File: src/sv/region_decoded_word_ram_macros.svh
// assertion macros shared by the region decoded word ram checks
`ifndef REGION_DECODED_WORD_RAM_MACROS_SVH
`define REGION_DECODED_WORD_RAM_MACROS_SVH

// same-cycle implication, clocked on aclk, off while in reset
`define RDWR_ASSERT_NOW(label, ante, cons) \
    label: assert property (@(posedge aclk) disable iff (!aresetn) (ante) |-> (cons)) \
        else $error("rdwr same-cycle check failed");

// next-cycle implication, clocked on aclk, off while in reset
`define RDWR_ASSERT_NEXT(label, ante, cons) \
    label: assert property (@(posedge aclk) disable iff (!aresetn) (ante) |=> (cons)) \
        else $error("rdwr next-cycle check failed");

`endif

File: src/sv/rdwr_pkg.sv
// shared types, constants and byte swap helpers for the region decoded word ram
package rdwr_pkg;

    localparam int NUM_AREAS   = 4;
    localparam int AREA_WORDS  = 1024;
    localparam int ADDR_BITS   = 24;
    localparam int WORD_W      = 16;
    localparam int DATA_W      = 32;
    localparam int SIZE_W      = 11;
    localparam int DESC_W      = 37;
    localparam int CFG_IDX_W   = 2;
    localparam int SIZE_LSB    = 24;
    localparam int ACC_RD_BIT  = 35;
    localparam int ACC_WR_BIT  = 36;

    localparam int AREA_IDX_W  = $clog2(NUM_AREAS);
    localparam int AREA_AW     = $clog2(AREA_WORDS);
    localparam int STORE_AW    = AREA_IDX_W + AREA_AW;
    localparam int BANK_AW     = STORE_AW - 1;
    localparam int BANK_DEPTH  = (NUM_AREAS * AREA_WORDS) / 2;

    localparam logic [1:0] BO_BIG = 2'd0;

    typedef enum logic [2:0] {
        KIND_RD_WORD  = 3'd0,
        KIND_WR_WORD  = 3'd1,
        KIND_RD_DWORD = 3'd2,
        KIND_WR_DWORD = 3'd3,
        KIND_RD_BIT   = 3'd4,
        KIND_WR_BIT   = 3'd5
    } kind_t;

    typedef enum logic [2:0] {
        S_CLEAR,
        S_IDLE,
        S_LOOKUP,
        S_READ,
        S_EXEC
    } state_t;

    typedef struct packed {
        logic in_ready;
        logic clear;
        logic lookup;
        logic read;
        logic commit;
    } rdwr_cmd_t;

    typedef struct packed {
        logic clear_last;
        logic out_free;
    } rdwr_stat_t;

    function automatic logic [WORD_W-1:0] swap16(input logic [WORD_W-1:0] x);
        return {x[7:0], x[15:8]};
    endfunction

    function automatic logic [DATA_W-1:0] swap32(input logic [DATA_W-1:0] x);
        return {x[7:0], x[15:8], x[23:16], x[31:24]};
    endfunction

endpackage

File: src/sv/rdwr_ctrl.sv
// controller state machine: clear sweep, accept, lookup, read, execute
module rdwr_ctrl (
    input  logic                  aclk,
    input  logic                  aresetn,
    input  logic                  s_tvalid,
    input  rdwr_pkg::rdwr_stat_t  stat,
    output rdwr_pkg::rdwr_cmd_t   cmd
);

    rdwr_pkg::state_t state_reg, state_next;

    always_ff @(posedge aclk) begin
        if (!aresetn) begin
            state_reg <= rdwr_pkg::S_CLEAR;
        end else begin
            state_reg <= state_next;
        end
    end

    always_comb begin
        state_next = state_reg;
        unique case (state_reg)
            rdwr_pkg::S_CLEAR: begin
                if (stat.clear_last) state_next = rdwr_pkg::S_IDLE;
            end
            rdwr_pkg::S_IDLE: begin
                if (s_tvalid) state_next = rdwr_pkg::S_LOOKUP;
            end
            rdwr_pkg::S_LOOKUP: state_next = rdwr_pkg::S_READ;
            rdwr_pkg::S_READ:   state_next = rdwr_pkg::S_EXEC;
            rdwr_pkg::S_EXEC: begin
                if (stat.out_free) state_next = rdwr_pkg::S_IDLE;
            end
            default: state_next = rdwr_pkg::S_CLEAR;
        endcase
    end

    always_comb begin
        cmd = '0;
        unique case (state_reg)
            rdwr_pkg::S_CLEAR:  cmd.clear    = 1'b1;
            rdwr_pkg::S_IDLE:   cmd.in_ready = 1'b1;
            rdwr_pkg::S_LOOKUP: cmd.lookup   = 1'b1;
            rdwr_pkg::S_READ:   cmd.read     = 1'b1;
            rdwr_pkg::S_EXEC:   cmd.commit   = stat.out_free;
            default:            cmd = '0;
        endcase
    end

endmodule

File: config.mk
export PLATFORM = sky130hd
export DESIGN_NAME = rdwr_ctrl
export DESIGN_NICKNAME = d
export VERILOG_FILES = /design/src/sv/region_decoded_word_ram_macros.svh /design/src/sv/rdwr_pkg.sv /design/src/sv/rdwr_ctrl.sv
export SDC_FILE = /design/constraint.sdc
export NUM_CORES = 1
export LEC_CHECK = 0
export BUFFER_PORTS_ARGS = -buffer_cell sky130_fd_sc_hd__buf_4
export CAP_MARGIN = 20
export CORE_AREA = 3 3 40 42
export DETAILED_ROUTE_END_ITERATION = 6
export DIE_AREA = 0 0 43 45
export GPL_TIMING_DRIVEN = 0
export PLACE_DENSITY_LB_ADDON = 0.15
export SLEW_MARGIN = 40
export SYNTH_ARGS = -nofsm -noshare
export SYNTH_HDL_FRONTEND = slang
export SYNTH_SLANG_ARGS = --single-unit
File: constraint.sdc
create_clock -name aclk -period 2.1 [get_ports aclk]
set_input_delay 0.42 -clock aclk [delete_from_list [all_inputs] [get_ports aclk]]
set_output_delay 0.42 -clock aclk [all_outputs]
set_load 0.05 [all_outputs]
==> results by group <==
Global route
  – Vias in the first global route: 208
  – Initial antenna violation count: 0
  – GRT Resource Usage Total: 6.245%
  – Largest net degree at the start of global routing: 11
  – Residual overflow from global routing: 0
  – First-pass GRT wire length: 821 um

Setup path
  – R2r endpoint: state_reg[0]
  – Flop-to-flop setup slack: 1.09 ns
  – Critical path endpoint category: output port
  – Critical path's largest stage delay: 0.29 ns
  – Critical path endpoint: cmd[0]
  – Critical path peak fanout: 9
  – RR Startpoint: state_reg[2]
  – Critical Path AT: 1.19 ns
  – Setup crit start: state_reg[2]
  – R2R depth: 3
  – Critical Path Start Type: flip-flop
  – Worst path slowest cell: dfxtp_1
  – CP Data Required Time: 1.68 ns
  – Worst path cell trace: buf_2 -> nor4bb_4 -> buf_4
  – Critical path class: flip-flop to output port

Synth
  – Yosys warning total: 0
  – Syn_area_per_cell: 10.95 um^2
  – Fraction of the yosys area taken by sequential cells: 27.43%
  – Netlist Area Pre-Place: 219.0 um^2
  – #FFs+latches synth: 3
  – Yosys cell types: 14
  – Synthesized netlist cell count: 20
  – Syn Nets: 25

Floorplanning
  – I/O pins: 10
  – Core Area: 1285 um^2
  – Die X: 43 um
  – Die height: 45 um
  – Initial Util: 17.04%
  – Die area: 1935 um^2
  – Rows: 13

Routing
  – DRT Wirelength: 467 um
  – WL/cell: 9.729 um
  – Vias per cell: 3.917
  – Post-DRT Antenna Nets: 0
  – Vias: 188
  – DR iter-0 viols: 0
  – Remaining DRCs: 0
  – 1st-pass router iterations: 1

Clocking
  – Max clock buf depth: 2
  – Clk Latency, worst-skew pair: 0.23 ns
  – Clk sinks: 3
  – TritonCTS buffer count: 3
  – H-tree levels: 1
  – Postcts setup bufs: 0
  – Post-CTS Resized: 0
  – Clock Tree Root: clkbuf_4
  – CTS tree: built
  – Hold_buf cts: 0
  – CTS clock-pin slew for the worst setup and hold paths: 0.04 ns

STA
  – Achievable Freq: 0.6198 GHz
  – Minimum clock period: 1.613 ns
  – Setup-failing EPs final: 0
  – Slew Limit Fails: 0
  – TNS Setup: 0 ns
  – Min Hold Slack: 0.4144 ns
  – RSZ-0062 raised after global routing: false
  – Period utilisation layout: 76.83%
  – Clk_skew: 0.001098 ns
  – Final hold violation count: 0
  – Slew HR: 81.22%
  – Worst-margin pin slew: 0.2778 ns
  – PnR worst setup slack: 0.4867 ns

Place
  – Port bufs: 9
  – Area after DPL: 305.3 um^2
  – Final Wtd Congestion: 0.7039
  – Post-Place Worst Slack: 0.6324 ns

Finish
  – Design area: 331.6 um^2
  – Synth-to-layout area growth: 51.43%
  – Fillers: 139
  – Diode count: 0
  – Share of cells above drive strength 1: 60.61%
  – Largest register FFs: 3
  – Final nets: 39

Power
  – Peak supply drop: 0.0001752 V
  – Total power: 234.7 uW
  – Leak: 0.0001414 uW
  – Cell Pwr Density: 707.8 nW/um^2

Job
  – Max cap viols: 0

Outcome
  – Status: complete, no violations

Min path
  – Hold Path Stages: 2
  – Hold WC Path Type: input pin to flip-flop
[report_power, final]
part	internal, uW	switching (uW)
clock	71.1	28.0
combinational	31.0	42.5
sequential	60.8	1.25
[final cells by class]
type,instances,area [um^2],area share [%]
clock buffers,4,26.28,7.925
plain buffers,3,27.53,8.302
repair buffers,9,67.56,20.38
well taps,15,18.77,5.660
multi-input cells,14,131.4,39.62
flip-flops and latches,3,60.06,18.11
[critical path: cells and delay by family (launching register included)]
family        cells  cell delay [ns]
buf+inv           2             0.43
flops             1             0.29
simple gates      1             0.24
[cells by family after synthesis]
kind of cell / after synthesis / share of synthesized area, %
simple gates: 11 / 45.71
flops: 3 / 27.43
buf+inv: 3 / 12.57
compound gates: 2 / 7.431
mux: 1 / 6.855
[synthesized netlist by cell type]
cell type  number  area, um^2
and3b_2         1       10.01
buf_2           1       5.000
buf_6           2       22.52
dfxtp_1         3       60.06
mux2_4          1       15.01
nand2_2         1       6.260
nor2_1          1       3.750
nor3_1          2       10.01
nor3b_1         2       15.01
nor3b_2         1       12.51
nor4b_1         2       17.52
nor4bb_4        1       25.02
o21a_1          1       7.510
o31a_1          1       8.760
[worst min path at each step]
stage                     slack, ns         start           end
after global placement         0.58  state_reg[2]  state_reg[1]
after CTS                      0.40       aresetn  state_reg[2]
final                          0.41       aresetn  state_reg[2]
after floorplan                0.54       aresetn  state_reg[2]
after global routing           0.40       aresetn  state_reg[2]
after detailed placement       0.58  state_reg[2]  state_reg[1]
[metrics by stage]
step | utilization, % | instances
floorplan | - | 20
global placement | 23.76 | 44
detailed placement | 23.76 | 44
global route | 25.80 | 48
finish | 25.80 | 48
CTS | 25.80 | 48
[cell usage in the layout (no fill, tap or decap)]
master	n
buf_6	2
nor3b_2	1
clkbuf_4	3
and3b_2	1
dfxtp_1	3
clkbuf_1	1
nor4bb_4	1
nor2_1	1
nor3b_1	2
nor3_1	2
buf_2	1
nor4b_1	2
nand2_2	1
o21a_1	1
buf_4	9
o31a_1	1
mux2_4	1
[metal layers]
| metal | global-route usage (%) | vias up | routed length (um) |
|---|---|---|---|
| met5 | 0 | - | 0 |
| li1 | - | 98 | - |
| met3 | 1.992 | 0 | 29 |
| met4 | 9.036 | 0 | 0 |
| met2 | 10.18 | 6 | 240 |
| met1 | 5.060 | 84 | 196 |
(Power assumes the default switching activity.)
